[config.mk]
export PLATFORM = sky130hd
export DESIGN_NAME = ebd_queue
export DESIGN_NICKNAME = d
export VERILOG_FILES = /design/src/rtl/ebd_pkg.sv /design/src/rtl/ebd_queue.sv
export SDC_FILE = /design/constraint.sdc
export NUM_CORES = 1
export LEC_CHECK = 0
export BUFFER_PORTS_ARGS = -buffer_cell sky130_fd_sc_hd__buf_2
export CORE_ASPECT_RATIO = 0.6
export CORE_MARGIN = 2
export CORE_UTILIZATION = 30
export DETAILED_ROUTE_END_ITERATION = 6
export GPL_TIMING_DRIVEN = 1
export HOLD_SLACK_MARGIN = 0.02
export PLACE_DENSITY = 0.6
export SYNTH_ARGS = -nofsm -noshare
export SYNTH_HDL_FRONTEND = slang
export SYNTH_SLANG_ARGS = --single-unit
[constraint.sdc]
create_clock -name clk -period 6.7 [get_ports clk]
set_clock_uncertainty 0.2 [all_clocks]
set_input_delay 1.005 -clock clk [delete_from_list [all_inputs] [get_ports clk]]
set_output_delay 1.005 -clock clk [all_outputs]
set_load 0.05 [all_outputs]
[src/rtl/ebd_pkg.sv]
package ebd_pkg;

  // Port widths
  localparam int S_TDATA_W = 40;
  localparam int S_TUSER_W = 2;
  localparam int M_TDATA_W = 24;
  localparam int M_TUSER_W = 4;

  // Depth of the queue between front and back
  localparam int QDEPTH = 2;

  // Address map
  localparam logic [15:0] SND_BASE       = 16'h0450;
  localparam logic [15:0] SND_END        = 16'h0460;
  localparam logic [15:0] FM_ADDR_PORT   = 16'h0460;
  localparam logic [15:0] FM_DATA_PORT   = 16'h0461;
  localparam logic [15:0] RAM_BASE       = 16'h4000;
  localparam logic [15:0] RAM_END        = 16'h8000;
  localparam logic [15:0] CTL_BASE       = 16'h0470;
  localparam logic [15:0] CTL_END        = 16'h0480;
  localparam logic [15:0] CTL_MAIN       = 16'h0470;
  localparam logic [15:0] CTL_RAM_MODE   = 16'h0472;
  localparam logic [15:0] CTL_CPU_PAGE   = 16'h0478;
  localparam logic [15:0] CTL_VIDEO_PAGE = 16'h047C;

  // FM status auto-detect
  localparam logic [7:0] FM_DETECT_REG  = 8'd18;
  localparam logic [7:0] FM_DETECT_KEY  = 8'd252;
  localparam logic [7:0] DETECT_PERIOD  = 8'd129;
  localparam logic [7:0] DETECT_VALUE   = 8'd2;
  localparam logic [1:0] DETECT_RETURNS = 2'd2;

  // Result target codes
  localparam logic [2:0] TGT_NONE  = 3'd0;
  localparam logic [2:0] TGT_SOUND = 3'd1;
  localparam logic [2:0] TGT_FM    = 3'd2;
  localparam logic [2:0] TGT_RAM   = 3'd3;
  localparam logic [2:0] TGT_CTRL  = 3'd4;

  typedef enum logic [2:0] {
    REGION_NONE,
    REGION_SND,
    REGION_FM,
    REGION_RAM,
    REGION_CTL
  } region_t;

  typedef enum logic [2:0] {
    CSEL_NONE,
    CSEL_MAIN,
    CSEL_RAM_MODE,
    CSEL_CPU_PAGE,
    CSEL_VIDEO_PAGE
  } ctl_sel_t;

  // Classified bus access
  typedef struct packed {
    logic        wr;
    logic        dma;
    region_t     region;
    ctl_sel_t    ctl_sel;
    logic [13:0] offset;
    logic [7:0]  wdata;
    logic [7:0]  fm_status;
    logic [7:0]  snd_data;
  } item_t;

endpackage

[src/rtl/ebd_queue.sv]
module ebd_queue (
  input  logic           clk,
  input  logic           rst,
  input  logic           push,
  input  ebd_pkg::item_t push_item,
  output logic           push_ready,
  input  logic           pop,
  output logic           pop_valid,
  output ebd_pkg::item_t pop_item
);

  localparam int PW = (ebd_pkg::QDEPTH > 1) ? $clog2(ebd_pkg::QDEPTH) : 1;
  localparam int CW = $clog2(ebd_pkg::QDEPTH + 1);
  localparam logic [PW-1:0] PTR_LAST = PW'(ebd_pkg::QDEPTH - 1);
  localparam logic [CW-1:0] CNT_FULL = CW'(ebd_pkg::QDEPTH);

  ebd_pkg::item_t entry [ebd_pkg::QDEPTH];
  logic [PW-1:0]  wr_ptr;
  logic [PW-1:0]  rd_ptr;
  logic [CW-1:0]  count;

  assign push_ready = (count != CNT_FULL);
  assign pop_valid  = (count != '0);
  assign pop_item   = entry[rd_ptr];

  always_ff @(posedge clk) begin
    if (push) begin
      entry[wr_ptr] <= push_item;
    end
  end

  always_ff @(posedge clk) begin
    if (rst) begin
      wr_ptr <= '0;
      rd_ptr <= '0;
      count  <= '0;
    end else begin
      if (push) begin
        wr_ptr <= (wr_ptr == PTR_LAST) ? '0 : wr_ptr + 1'b1;
      end
      if (pop) begin
        rd_ptr <= (rd_ptr == PTR_LAST) ? '0 : rd_ptr + 1'b1;
      end
      if (push && !pop) begin
        count <= count + 1'b1;
      end else if (pop && !push) begin
        count <= count - 1'b1;
      end
    end
  end

endmodule

**Yosys cells after proc, flatten, opt, wreduce, memory -nomap -nowiden**

Memories as Yosys holds them, arrays and structs flattened. A register that Yosys moved wholly into a read port is not among the register bits.
Index checks and enable logic that the tools add are counted.

- Register bits: 4
- Latch bits: 0
- Memory bits (writable): 92
- Memory bits (read-only): 0
- Bits of input ports: 50
- Word-level logic and storage cells: 23
- Memories kept: 1

Memory list:

| memory | words | width | rd ports | clocked after Yosys merged registers in | write ports | line | text |
|---|---|---|---|---|---|---|---|
| entry | 2 | 46 | 1 | 1 | 1 | ebd_queue.sv:17 | `ebd_pkg::item_t entry [ebd_pkg::QDEPTH];` |

- Add/subtract/negate cells: 4
- Multiply operators: 0
- Div/mod/pow operators: 0
- $lt $le $gt $ge: 0
- Eq/ne operators: 1
- Shift-type cells: 0
- Mux-type cells: 8
- Bitwise gates (word level): 0
- Reductions and logical operators: 6

Operator list:

| cell | number |
|---|---|
| two-way mux 1 bit | 6 |
| two-way mux 2 bit | 2 |
| nonzero test 2 bit | 2 |
| adder 1 bit (second input constant) | 2 |
| adder 2 x 1 -> 2 bit (second input constant) | 1 |
| logical AND 1 bit | 2 |
| zero test 1 bit | 2 |
| != test 2 bit (second input constant) | 1 |
| subtractor 2 x 1 -> 2 bit (second input constant) | 1 |

**Longest topological paths before layout**

- Word-level depth: 4
- Gate-level depth with buffers: 5

**Worst setup path before layout**

Ideal clock, no wire load.

- Path type: in2reg
- Start point: input port push
- End point: memory entry[0][0] (netlist name) (enable)
- Library setup time: 0.455 ns
- Arrival time: 3.051 ns
- Required time: 6.045 ns
- Setup slack: 2.994 ns
- Stages: 1
- Path buffers: 0
- Path through: nor2b_1

- Word-level cells in the longest chain between the ends: 2

RTL lines:

| item | line | text |
|---|---|---|
| from (decl) | ebd_queue.sv:4 | `input logic push,` |
| two-way mux 1 bit | ebd_queue.sv:27 | `if (push) begin` |
| two-way mux 1 bit (implied by the code) | ebd_queue.sv:28 | `entry[wr_ptr] <= push_item;` |
| to (decl) | ebd_queue.sv:17 |  |

No other way between the ends.

==> flow_summary.toml <==
[timing]
tightest_slew_ps = 1190
hold_viol = 0
rsz0062_at_grt = "no"
tns_ps = 0
min_period_ps = 3320
relSlewSlack_pct = 20.4
setup_viol = 0
holdWs_ps = 310
timing.fmax_mhz = 301
slew_viol_final = 0
period_share_pct = 49.5

[synth]
syn_inst = 165
synth.avg_cell_area_um2 = 21.5
synth_top_cell_by_area = "edfxtp_1"
yosysWarningCount = 0
synth_top_area_share_pct = 78.0
syn-num-nets = 216
ys_seq_elements = 97
syn_area_um2 = 3540
yosysUniqueCellTypes = 17
ys_top_cells_by_area = "edfxtp_1 (78%), mux2_1 (15%), dfxtp_1 (2.8%)"
yosysSeqAreaShare_pct = 80.8

[finish]
multi_input_comb_area_um2 = 631
n_fill_cell = 1101
area_delta_synth_final_pct = 26.3
nets = 321
drive_gt1_share_pct = 41.8
final_util_pct = 39.2
antenna_cells = 0
register_area_um2 = 2860

[die]
fp.dieW_um = 144
io-pin-count = 98
start_util_pct = 31.0
die_h_um = 88.2
dieArea_um2 = 12700
rows = 30
core-area_um2 = 11400

[global_route]
antenna_found_initial = 0
grt_max_degree = 47
grt.overflow.total = 0
grt_first_pass_wirelength_um = 9490
grt.total_usage_pct = 10.4
grt_pass1_vias = 1840

[power_and_ir_drop]
switching_share_pct = 28.1
clockPowerShare_pct = 32.6
p_leak_uw = 0.00167
combPwrFrac_pct = 16.1
p_sw_uw = 398
p_per_area_nw_per_um2 = 317
pwr-share-seq_pct = 51.3
peakVddDrop_v = 0.000117
intPower_uw = 1020

[clock_tree]
cts_tree = "built"
cts_made_buffers = 9
clock_path_buffers = 2
path_clk_slew_ps = 60
hold_buffers = 0
ctsHtreeMaxLevel = 3
clock_latency_ps = 330
root_buffer = "clkbuf_16"
cts_sinks = 97
post-cts-setup-buffers = 0
postCtsResizedCells = 0

[drt]
dr.pass1.iters = 4
dr.first_iter.drc_count = 100
drt-total-wl_um = 6290
viasPerCell = 4.16
drt-wirelength-per-cell_um = 14.5
vias = 1810
drcViolationCount = 0
drtAntennaViolNets = 0

[critical_path]
cp-start-kind = "flip-flop"
worstSetupEndpointType = "output pin"
worstPathArrival_ps = 2110
required_ps = 5490
path_class = "flip-flop to output pin"
critPathMaxFanout = 46
r2r_cells = 2

[run]
drv_cap = 0

[placement]
gp_congestion = 0.651
port-buffer-count = 97
dp_hpwl_um = 4020

[status]
status = "complete, no violations"

[worst_hold_path]
hold_depth = 2
min_path_type = "flip-flop to flip-flop"
routing by layer:
layer,part of all wire [%],GRT usage (%),vias up
met2,43,15.8,74
met4,1.0,3.44,0
li1,-,-,853
met5,0,0,-
met1,46,12.8,873
met3,9.9,5.52,10
cell type report:
cell class / count / share of cell area, %
inverters: 1 / 0.0840
flip-flops and latches: 97 / 64.1
repair buffers: 99 / 11.2
clock buffers: 9 / 5.04
well taps: 160 / 4.48
multi-input cells: 62 / 14.1
clock inverters: 7 / 1.04
final timing paths:
path	startpoint	to	slack, ps
max	flip-flop	pop_item[13]	3380
min	count[1]$_SDFFE_PP0P_	count[1]$_SDFFE_PP0P_	310
max reg2reg	wr_ptr$_SDFFE_PP0P_	entry[1][5]$_DFFE_PP_	4750
min reg2reg	count[1]$_SDFFE_PP0P_	count[1]$_SDFFE_PP0P_	310
logic make-up after synthesis:
kind of cell,after synthesis,synth area share [%]
xor gates and xnor gates,4,0.990
DFF,97,80.8
AOI/OAI and AO/OA,2,0.282
muxes,46,14.6
buffers and inverters,6,1.59
and+or+nand+nor,9,1.31
adders and majority gates,1,0.353
cells in the mapped netlist, drive strengths merged:
| cell | n |
|---|---|
| edfxtp | 92 |
| mux2 | 46 |
| buf | 5 |
| dfxtp | 5 |
| nor2 | 4 |
| xnor2 | 2 |
| xor2 | 2 |
| a21oi | 1 |
| and2 | 1 |
| ha | 1 |
| inv | 1 |
| nand2b | 1 |
| nor2b | 1 |
| o21ai | 1 |
| or2 | 1 |
| or3 | 1 |
power by group through the flow:
| stage | clock (µW) | sequential, µW | combinational [µW] |
|---|---|---|---|
| 2_1_floorplan | 0 | 727 | 181 |
| 5_1_grt | 503 | 731 | 241 |
| 3_3_place_gp | 0 | 738 | 228 |
| 4_1_cts | 479 | 728 | 231 |
| 3_5_place_dp | 0 | 741 | 230 |
| 6_report | 462 | 726 | 227 |
sequential cells by signal, summed over array words and instances, names as in the netlist, named ones only:
signal,count
entry,92
count,2
rd_ptr,1
wr_ptr,1
critical path, stage by stage (launching register included):
cell and delay (ps):
dfxtp_2 1130, mux2_1 420, buf_2 230
per-stage QoR:
step           cell area [µm²]  setup slack (ps)  std cells  total power, µW
6_report                  4470              3380        435             1420
3_5_place_dp              4200              3660        419              971
3_3_place_gp              4200              3710        419              967
2_1_floorplan             3540              2990        165              908
5_1_grt                   4470              3210        435             1480
4_1_cts                   4470              3270        435             1440
placed cells by master, fill, tap and decap left out, types with 2 or more instances in the layout:
cell	instances
clkbuf_16	9
nor2_1	4
xor2_1	2
buf_4	2
edfxtp_1	92
clkinv_4	3
clkinv_1	3
buf_2	97
xnor2_1	2
dfxtp_1	4
mux2_1	46
Power figures use the tool's default switching activity.
