==> src/rtl/ebd_pkg.sv <==
package ebd_pkg;

  // Port widths
  localparam int S_TDATA_W = 40;
  localparam int S_TUSER_W = 2;
  localparam int M_TDATA_W = 24;
  localparam int M_TUSER_W = 4;

  // Depth of the queue between front and back
  localparam int QDEPTH = 2;

  // Address map
  localparam logic [15:0] SND_BASE       = 16'h0450;
  localparam logic [15:0] SND_END        = 16'h0460;
  localparam logic [15:0] FM_ADDR_PORT   = 16'h0460;
  localparam logic [15:0] FM_DATA_PORT   = 16'h0461;
  localparam logic [15:0] RAM_BASE       = 16'h4000;
  localparam logic [15:0] RAM_END        = 16'h8000;
  localparam logic [15:0] CTL_BASE       = 16'h0470;
  localparam logic [15:0] CTL_END        = 16'h0480;
  localparam logic [15:0] CTL_MAIN       = 16'h0470;
  localparam logic [15:0] CTL_RAM_MODE   = 16'h0472;
  localparam logic [15:0] CTL_CPU_PAGE   = 16'h0478;
  localparam logic [15:0] CTL_VIDEO_PAGE = 16'h047C;

  // FM status auto-detect
  localparam logic [7:0] FM_DETECT_REG  = 8'd18;
  localparam logic [7:0] FM_DETECT_KEY  = 8'd252;
  localparam logic [7:0] DETECT_PERIOD  = 8'd129;
  localparam logic [7:0] DETECT_VALUE   = 8'd2;
  localparam logic [1:0] DETECT_RETURNS = 2'd2;

  // Result target codes
  localparam logic [2:0] TGT_NONE  = 3'd0;
  localparam logic [2:0] TGT_SOUND = 3'd1;
  localparam logic [2:0] TGT_FM    = 3'd2;
  localparam logic [2:0] TGT_RAM   = 3'd3;
  localparam logic [2:0] TGT_CTRL  = 3'd4;

  typedef enum logic [2:0] {
    REGION_NONE,
    REGION_SND,
    REGION_FM,
    REGION_RAM,
    REGION_CTL
  } region_t;

  typedef enum logic [2:0] {
    CSEL_NONE,
    CSEL_MAIN,
    CSEL_RAM_MODE,
    CSEL_CPU_PAGE,
    CSEL_VIDEO_PAGE
  } ctl_sel_t;

  // Classified bus access
  typedef struct packed {
    logic        wr;
    logic        dma;
    region_t     region;
    ctl_sel_t    ctl_sel;
    logic [13:0] offset;
    logic [7:0]  wdata;
    logic [7:0]  fm_status;
    logic [7:0]  snd_data;
  } item_t;

endpackage

==> src/rtl/ebd_front.sv <==
module ebd_front (
  input  logic                            s_axis_tvalid,
  output logic                            s_axis_tready,
  // bus_address[15:0], write_data[23:16], fm_status_in[31:24], sound_read_in[39:32]
  input  logic [ebd_pkg::S_TDATA_W-1:0]   s_axis_tdata,
  // opcode[0], video_dma[1]
  input  logic [ebd_pkg::S_TUSER_W-1:0]   s_axis_tuser,
  input  logic                            clr_busy,
  input  logic                            q_ready,
  output logic                            q_push,
  output ebd_pkg::item_t                  q_item
);

  logic [15:0] addr;

  assign addr          = s_axis_tdata[15:0];
  assign s_axis_tready = q_ready && !clr_busy;
  assign q_push        = s_axis_tvalid && s_axis_tready;

  always_comb begin
    q_item           = '0;
    q_item.wr        = s_axis_tuser[0];
    q_item.dma       = s_axis_tuser[1];
    q_item.offset    = addr[13:0];
    q_item.wdata     = s_axis_tdata[23:16];
    q_item.fm_status = s_axis_tdata[31:24];
    q_item.snd_data  = s_axis_tdata[39:32];

    // windows are disjoint; enables are applied in the back part
    if (addr >= ebd_pkg::SND_BASE && addr < ebd_pkg::SND_END) begin
      q_item.region = ebd_pkg::REGION_SND;
    end else if (addr == ebd_pkg::FM_ADDR_PORT || addr == ebd_pkg::FM_DATA_PORT) begin
      q_item.region = ebd_pkg::REGION_FM;
    end else if (addr >= ebd_pkg::RAM_BASE && addr < ebd_pkg::RAM_END) begin
      q_item.region = ebd_pkg::REGION_RAM;
    end else if (addr >= ebd_pkg::CTL_BASE && addr < ebd_pkg::CTL_END) begin
      q_item.region = ebd_pkg::REGION_CTL;
    end else begin
      q_item.region = ebd_pkg::REGION_NONE;
    end

    unique case (addr)
      ebd_pkg::CTL_MAIN:       q_item.ctl_sel = ebd_pkg::CSEL_MAIN;
      ebd_pkg::CTL_RAM_MODE:   q_item.ctl_sel = ebd_pkg::CSEL_RAM_MODE;
      ebd_pkg::CTL_CPU_PAGE:   q_item.ctl_sel = ebd_pkg::CSEL_CPU_PAGE;
      ebd_pkg::CTL_VIDEO_PAGE: q_item.ctl_sel = ebd_pkg::CSEL_VIDEO_PAGE;
      default:                 q_item.ctl_sel = ebd_pkg::CSEL_NONE;
    endcase
  end

endmodule

==> config.mk <==
export PLATFORM = sky130hd
export DESIGN_NAME = ebd_front
export DESIGN_NICKNAME = d
export VERILOG_FILES = /design/src/rtl/ebd_pkg.sv /design/src/rtl/ebd_front.sv
export SDC_FILE = /design/constraint.sdc
export NUM_CORES = 1
export LEC_CHECK = 0
export BUFFER_PORTS_ARGS = -buffer_cell sky130_fd_sc_hd__buf_2
export CORE_ASPECT_RATIO = 0.9
export CORE_MARGIN = 3
export CORE_UTILIZATION = 28
export DETAILED_ROUTE_END_ITERATION = 8
export PLACE_DENSITY = 0.91
export SLEW_MARGIN = 20
export SYNTH_ARGS = -nofsm -noshare
export SYNTH_HDL_FRONTEND = slang
export SYNTH_SLANG_ARGS = --single-unit
==> constraint.sdc <==
create_clock -name vclk -period 2.65
set_input_delay 0.53 -clock vclk [all_inputs]
set_output_delay 0.53 -clock vclk [all_outputs]
set_load 0.01 [all_outputs]
### Word-level counts from Yosys, hierarchy flattened

Cells that the tools add are included.

| word-level totals | value |
|---|---|
| flip-flop bits (word level) | 0 |
| output and inout port bits | 48 |
| logic and storage cells | 24 |

| operators by class | value |
|---|---|
| order comparisons | 6 |
| equality and inequality tests | 6 |
| muxes and demuxes | 5 |
| reduce and logical (&&, ||, !) cells | 7 |

Operator list:

| cell | number |
|---|---|
| $eq A16 B11 Y1 const B | 6 |
| $ge A16 B11 Y1 const B | 2 |
| $lt A16 B11 Y1 const B | 2 |
| $ge A16 B15 Y1 const B | 1 |
| $lt A16 B16 Y1 const B | 1 |
| $mux W3 | 4 |
| $pmux W3 S4 | 1 |
| $logic_and A1 B1 Y1 | 5 |
| $logic_not A1 Y1 | 1 |
| $logic_or A1 B1 Y1 | 1 |

### Longest topological paths before layout

Gate-level depths: netlist of the first run.

| depth | value |
|---|---|
| word-level depth | 6 |
| gate-level depth with buffers | 3 |
| gate-level depth less buffers | 3 |

### Worst setup path after synthesis of the first run

OpenSTA, ideal clock, no wires.

| timing | value |
|---|---|
| path kind | input to output |
| from | input port s_axis_tdata[12] (netlist bit) |
| to | output port q_item[39] (netlist bit) |
| arrival | 1.378 ns |
| slack | 0.742 ns |
| stages on the path | 3 |
| buffers on the path | 0 |
| cells stage by stage | nor4b_4 > nand3b_2 > nor4_1 |

RTL lines:

| what | line | text |
|---|---|---|
| start, declared | ebd_front.sv:5 | `input logic [ebd_pkg::S_TDATA_W-1:0] s_axis_tdata,` |
| end, declared | ebd_front.sv:11 | `output ebd_pkg::item_t q_item` |

==> flow_summary.ini, run 1 <==
[finish]
antenna-diode-count = 0
multi_input_area_um2 = 160
ff_latch_area_um2 = 0
fin_nets = 113
fill_cells = 183
layout-drive-gt1-share = 0.652
area_growth_pct = -14.6
clkbuf_count = 0
seq_cells = 0

[setup_path]
start_kind = input port
worstSetupEndpoint = q_item[40]
path_class = input port to primary output
cp-startpoint = s_axis_tdata[12]
cp.required_ps = 2120
cp.arrival_ps = 1510
crit_fanout = 3
worst_setup_path_end_kind = primary output

[grt]
globalRouteTotalUtil = 0.0692
grt_pass1_wl_mm = 1.27
grt_overflow = 0
grt_pass1_vias = 293
grt_antenna_before_repair = 0
grt_max_degree = 6

[synth]
synth-simple-area-share = 0.294
yosysMostFrequentCell = buf_4
synth_top_area_frac = 0.647
synth_top_area_cell = buf_4
synth_nets = 110
ys_types = 15
yosysSeqAreaShare = 0
synthMuxAreaShare = 0
synthCells = 65
ys_warn_count = 0
synthAdderAreaFrac = 0
ys_top_cells_by_count = 40 x buf_4, 4 x nor2_1
avgSynthCellArea_um2 = 7.14
synth-compound-area-share = 0.0323
synth_xor_area_frac = 0.0189
syn_area_um2 = 464
synth_top_family_by_area = buffers and inverters
synth_area_leaders = buf_4 65%, nor4b_4 5.1%, nor2b_1 4.0%, nor4_1 4.0%, nand3_1 3.2%

[sta]
period_needed_ps = 2040
finalCritPeriodShare = 0.771
setup_violations = 0
layout_setup_ws_ps = 607
final-max-slew-violation-count = 0
hold_viol = 0
max_freq_mhz = 489
rsz0062_at_grt = false
fin_setup_tns_ps = 0
max-slew-margin-rel = 0.830
worstMarginPinSlew_ps = 252

[power]
comb_power_share = 1.000
power.density_mw_per_mm2 = 135
power.leakage_nw = 0.221
pwr-share-clk = 0
p_int_uw = 26.1
seqPwrFrac = 0
p_sw_frac = 0.512
power.switching_uw = 27.3
peakVddDrop_mv = 0.0384

[floorplan]
ioPinCount = 93
core_area_mm2 = 0.00150
core.rowCount = 13
dieHeight_um = 44.6
design.die.area_mm2 = 0.00218
initial_utilization = 0.310
die_w_um = 48.9

[detailed_routing]
routed_via_density = 4.17
dr.pass1.iters = 4
routed-via-count = 367
ant_nets = 0
routed_wl_um = 929
drc = 0
drt_iter0_drc = 5
wl_per_cell_um = 10.6

[clock_network]
post-cts-setup-buffer-count = 0
cts_resized = 0
postCtsHoldBufs = 0

[run_status]
status = finished clean

[place]
place.gp.congestion = 0.646
port_buffers = 41
place_ws_ps = 580

[worst_hold_path]
hold_path_class = input port to primary output

[run]
maxCapViolCount = 0
[power groups by stage]
stage	Clock [mW]	Sequential [mW]	Combinational (mW)
after floorplan	0	0	0.0752
after global placement	0	0	0.0532
after detailed placement	0	0	0.0542
after CTS	0	0	0.0543
after global routing	0	0	0.0590
final	0	0	0.0534
[placed cells by master (no fill, tap or decap), drive strengths merged]
master   n
o32ai    1
nor4     3
buf     41
nand3b   1
and2b    1
xnor2    1
nand2    3
nand3    3
o22ai    1
nor2     4
and2     1
inv      1
nor2b    3
nor4b    2
[worst max-delay path, cell delays in order]
cell and delay (ps):
buf_2 130, nor4b_4 300, nand3b_2 130, nor4_1 250
buf_2 180
[routing by layer]
layer	share of wire	vias up	GRT usage
li1	-	178	-
met1	0.35	162	0.0734
met2	0.52	27	0.127
met3	0.13	0	0.0337
met4	0	0	0.0114
met5	0	-	0
[worst min path at each step]
| stage | from | cells after the start | slack, ps | end |
|---|---|---|---|---|
| floorplan | clr_busy | 1 | 1110 | s_axis_tready |
| global placement | s_axis_tdata[28] | 0 | 1060 | q_item[12] |
| detailed placement | s_axis_tdata[28] | 0 | 1060 | q_item[12] |
| CTS | s_axis_tdata[28] | 0 | 1060 | q_item[12] |
| global route | s_axis_tdata[27] | 0 | 1060 | q_item[11] |
| finish | s_axis_tdata[29] | 0 | 1060 | q_item[13] |
[per-stage QoR]
step	instance area, um^2	power [mW]	cells	hold WS (ps)	util
after floorplan	464	0.0752	65	1110	-
after global placement	397	0.0532	88	1060	0.265
after detailed placement	397	0.0542	88	1060	0.265
after CTS	397	0.0543	88	1060	0.265
after global routing	397	0.0590	88	1060	0.265
final	397	0.0534	88	1060	0.265
[final cells by class]
type	instances	area share
well taps	22	0.0694
repair buffers	41	0.517
inverters	1	0.00946
multi-input cells	24	0.404
[cell families (layout without fill, tap and decap cells)]
family | count (synthesis) | in the layout
AO/OA/AOI/OAI | 2 | 2
AND/OR/NAND/NOR | 21 | 21
buffers and inverters | 41 | 42
XOR/XNOR | 1 | 1
No activity file was read; power rests on OpenSTA's default activity.
==> run 2: changes to the inputs <==
--- a/config.mk
+++ b/config.mk
@@ -5,12 +5,13 @@
 export SDC_FILE = /design/constraint.sdc
 export NUM_CORES = 1
 export LEC_CHECK = 0
+export ABC_AREA = 1
 export BUFFER_PORTS_ARGS = -buffer_cell sky130_fd_sc_hd__buf_2
 export CORE_ASPECT_RATIO = 0.9
 export CORE_MARGIN = 3
-export CORE_UTILIZATION = 28
+export CORE_UTILIZATION = 26
 export DETAILED_ROUTE_END_ITERATION = 8
-export PLACE_DENSITY = 0.91
+export PLACE_DENSITY = 0.83
 export SLEW_MARGIN = 20
 export SYNTH_ARGS = -nofsm -noshare
 export SYNTH_HDL_FRONTEND = slang
==> constraint.sdc (replaced) <==
create_clock -name vclk -period 1.7
set_input_delay 0.34 -clock vclk [all_inputs]
set_output_delay 0.34 -clock vclk [all_outputs]
set_load 0.01 [all_outputs]
==> run 2 against run 1 <==
Design area grew 18%. Synthesized cell count grew 46%. Clock-buffer cell count is the same. Combinational power grew 68%. Sequential cell count is the same. First-iteration DRC count shrank 40%. Routed wire length shrank 0.86%. Global-route usage is essentially flat. Critical endpoint unchanged. Non-clock buffer count is the same.
==> flow_summary.ini, run 2 <==
[run_status]
status = finished clean

[floorplan]
ioPinCount = 93
core.rowCount = 14
die_w_um = 53.7
initial_utilization = 0.295
core_area_mm2 = 0.00180
design.die.area_mm2 = 0.00262
dieHeight_um = 48.9

[synth]
avgSynthCellArea_um2 = 5.60
yosysMostFrequentCell = buf_4
ys_top_cells_by_count = 40 x buf_4, 16 x nor2_1, 14 x inv_1, 14 x nand2_1, 5 x nand3_1
synth_top_area_frac = 0.565
ys_warn_count = 0
synth_nets = 140
yosysSeqAreaShare = 0
synth_top_area_cell = buf_4
ys_types = 10
syn_area_um2 = 532
synth_area_leaders = buf_4 56%, nor2_1 11%, inv_1 9.9%, nand2_1 9.9%, nand3_1 4.7%
synthCells = 95

[power]
power.density_mw_per_mm2 = 192
peakVddDrop_mv = 0.0609
finalPower_uw = 89.6
power.leakage_nw = 0.316

[clock_network]
cts_resized = 0
postCtsHoldBufs = 0
post-cts-setup-buffer-count = 0

[detailed_routing]
ant_nets = 0
dr.pass1.iters = 2
routed-via-count = 456
drt_iter0_drc = 3
drc = 0
wl_per_cell_um = 7.68
routed_wl_um = 921
routed_via_density = 3.80

[grt]
grt_pass1_vias = 381
grt_max_degree = 5
grt_overflow = 0
globalRouteTotalUtil = 0.0690
grt_antenna_before_repair = 0
grt_pass1_wl_mm = 1.51

[finish]
fin_area_um2 = 467
layout-drive-gt1-share = 0.469
fin_nets = 143
utilization = 0.259
area_growth_pct = -12.2
mostFrequentLayoutCell = buf_2
ff_latch_area_um2 = 0
fill_cells = 220
layout_common_cells = 41 x buf_2, 16 x nor2_1, 14 x inv_1, 14 x nand2_1, 5 x nand3_1
antenna-diode-count = 0
clkbuf_count = 0
multi_input_area_um2 = 179
seq_cells = 0

[sta]
period_needed_ps = 1390
hold_viol = 0
finalCritPeriodShare = 0.820
max_freq_mhz = 717
rsz0062_at_grt = false
fin_setup_tns_ps = 0
max-slew-margin-rel = 0.901
layout_setup_ws_ps = 306
setup_violations = 0
final-max-slew-violation-count = 0
worstMarginPinSlew_ps = 148

[setup_path]
path_class = input port to primary output
start_kind = input port
crit_fanout = 4
cp.arrival_ps = 1050
cp.required_ps = 1360
worst_setup_path_end_kind = primary output
cp-startpoint = s_axis_tdata[11]

[worst_hold_path]
hold_path_class = input port to primary output
worstHoldStart = s_axis_tdata[30]

[place]
place.gp.congestion = 0.759
place_ws_ps = 288
port_buffers = 41
post_dp_cell_area_um2 = 467
dp_hpwl_um = 844

[run]
maxCapViolCount = 0
-- run 2: changes by cell type after synthesis, moves of 2 or more --
cell	change
nor2b_1	-3
nor4_1	-3
nor2_1	+12
nand2_1	+11
inv_1	+13
nand3_1	+2
nor2_2	+2
-- run 2: area by class of cell --
type / instances / area share
Inverter: 14 / 0.113
Tap cell: 24 / 0.0643
Timing Repair Buffer: 41 / 0.440
Multi-Input combinational cell: 41 / 0.383
-- run 2: power breakdown --
part	internal, mW	total (mW)	switching, mW
clock	0	0	0
sequential	0	0	0
combinational	0.0404	0.0896	0.0492
-- run 2: worst max-delay path, cell delays in order --
cell	delay, ps
buf_2	120
nor2_2	110
nand2_1	70
nor2_2	90
nand3_2	90
nor2_1	100
buf_2	130
-- run 2: final timing paths --
check,end,depth (start not counted)
max,q_item[40],7
min,q_item[14],0
-- run 2: logic make-up (layout without fill, tap and decap cells) --
kind of cell           after synthesis  after routing  share of synthesized area
buffers and inverters               54             55                      0.664
and+or+nand+nor                     40             40                      0.327
AOI/OAI and AO/OA                    1              1                    0.00940
-- run 2: metal layers --
layer  vias up  wire, um  GRT usage
li1        241         -          -
met1       183       387     0.0888
met2        24       414      0.109
met3         8       100     0.0214
met4         0        19     0.0170
met5         -         0          0
-- run 2: per-stage QoR --
step	hold slack [ps]	cells
final	680	120
after global placement	680	120
after global routing	680	120
after detailed placement	680	120
after floorplan	728	95
after CTS	680	120
==> run 3: changes to the inputs <==
--- a/config.mk
+++ b/config.mk
@@ -9,9 +9,9 @@
 export BUFFER_PORTS_ARGS = -buffer_cell sky130_fd_sc_hd__buf_2
 export CORE_ASPECT_RATIO = 0.9
 export CORE_MARGIN = 3
-export CORE_UTILIZATION = 26
+export CORE_UTILIZATION = 28
 export DETAILED_ROUTE_END_ITERATION = 8
-export PLACE_DENSITY = 0.83
+export PLACE_DENSITY = 0.85
 export SLEW_MARGIN = 20
 export SYNTH_ARGS = -nofsm -noshare
 export SYNTH_HDL_FRONTEND = slang
==> constraint.sdc (replaced) <==
create_clock -name vclk -period 1.4
set_input_delay 0.28 -clock vclk [all_inputs]
set_output_delay 0.28 -clock vclk [all_outputs]
set_load 0.01 [all_outputs]
==> run 3 against run 2 <==
Global-route usage barely moved. Die area shrank 6.3%. Sequential share of layout area unchanged. Critical path depth did not move. Utilization rose by 1.0 points. Non-clock buffer count is the same. Via count is 0.44% lower. Worst setup slack got worse by 180 ps. Design area is the same. Critical path type unchanged. Largest cell class unchanged. Largest power group unchanged.
==> flow_summary.ini, run 3 (synthesis results as in run 2) <==
[detailed_routing]
drc = 0
routed_wl_mm = 1.03
wl_met2_um = 449
routed-via-count = 454
drt_iter0_drc = 8
dr.max_layer_used = met4
wl_met3_um = 193
wl_per_cell_um = 8.56
routed_via_density = 3.78
met1_length_um = 379
ant_nets = 0
dr.pass1.iters = 4

[finish]
layout-drive-gt1-share = 0.469
utilization = 0.269
fin_nets = 143
ff_latch_area_um2 = 0
fill_cells = 217
multi_input_area_um2 = 179
layout_common_cells = 41 x buf_2, 16 x nor2_1, 14 x inv_1, 14 x nand2_1, 5 x nand3_1
seq_cells = 0
area_growth_pct = -12.2
fin_area_um2 = 467
mostFrequentLayoutCell = buf_2
clkbuf_count = 0
antenna-diode-count = 0

[place]
post_dp_cell_area_um2 = 467
place.gp.congestion = 0.682
dp_hpwl_um = 941
port_buffers = 41

[floorplan]
dieHeight_um = 47.3
ioPinCount = 93
core.rowCount = 14
die_w_um = 51.9
core_area_mm2 = 0.00173
design.die.area_mm2 = 0.00246
initial_utilization = 0.307

[sta]
rsz0062_at_grt = false
period_needed_ps = 1270
max_freq_mhz = 785
hold_viol = 0
fin_setup_tns_ps = 0
finalCritPeriodShare = 0.910
final-max-slew-violation-count = 0
whs_ps = 560
worstMarginPinSlew_ps = 149
max-slew-margin-rel = 0.901
setup_violations = 0

[run]
maxCapViolCount = 0

[setup_path]
worstSetupEndpoint = q_item[40]
cp.arrival_ps = 990
start_kind = input port
worst_setup_path_end_kind = primary output
crit_path_top_delay_cell = buf_2
cp-startpoint = s_axis_tdata[11]
path_class = input port to primary output
cp.required_ps = 1120
crit_chain = buf_2 > nor2_2 > nand2_1 > nor2_2 > nand3_2 > nor2_1 > buf_2
critPathMaxStageDelay_ps = 130
crit_fanout = 4

[power]
power.density_mw_per_mm2 = 235
power.switching_uw = 60.6
peakVddDrop_mv = 0.0713
comb_power_share = 1.000
power.leakage_nw = 0.316
seqPwrFrac = 0
p_int_uw = 49.1
p_sw_frac = 0.553
pwr-share-clk = 0

[grt]
grt_overflow = 0
grt_max_degree = 5
grt_antenna_before_repair = 0
globalRouteTotalUtil = 0.0690
grt_pass1_vias = 347
grt_pass1_wl_mm = 1.36

[clock_network]
post-cts-setup-buffer-count = 0
cts_resized = 0
postCtsHoldBufs = 0

[worst_hold_path]
hold_path_class = input port to primary output
hold_depth = 0

[run_status]
status = finished clean
run 3: layout make-up:
type                       instances  share of cell area
timing repair buffer              41               0.440
multi-input combinational         41               0.383
inverter                          14               0.113
tap                               24              0.0643
run 3: worst min path at each step:
stage,from,endpoint,slack [ps]
after detailed placement,s_axis_tdata[26],q_item[10],560
after CTS,s_axis_tdata[26],q_item[10],560
final,s_axis_tdata[22],q_item[22],560
after floorplan,clr_busy,s_axis_tready,610
after global routing,s_axis_tdata[30],q_item[14],560
after global placement,s_axis_tdata[26],q_item[10],560
run 3: per-stage QoR:
step	cells	worst slack [ps]	power (mW)
detailed placement	120	112	0.111
finish	120	126	0.110
global placement	120	116	0.110
CTS	120	111	0.112
global route	120	32.4	0.124
floorplan	95	341	0.152
run 3: critical path, delay by kind of cell:
kind	cells	cell delay [ps]
and+or+nand+nor	5	460
buffers and inverters	2	240
run 3: power by group through the flow:
stage | clock, mW | sequential [mW] | combinational, mW
floorplan | 0 | 0 | 0.152
global placement | 0 | 0 | 0.110
detailed placement | 0 | 0 | 0.111
CTS | 0 | 0 | 0.112
global route | 0 | 0 | 0.124
finish | 0 | 0 | 0.110
run 3: metal layers:
layer / vias up / global-route usage
met4: 0 / 0.0157
li1: 242 / -
met1: 174 / 0.0796
met3: 2 / 0.0381
met5: - / 0
met2: 36 / 0.113
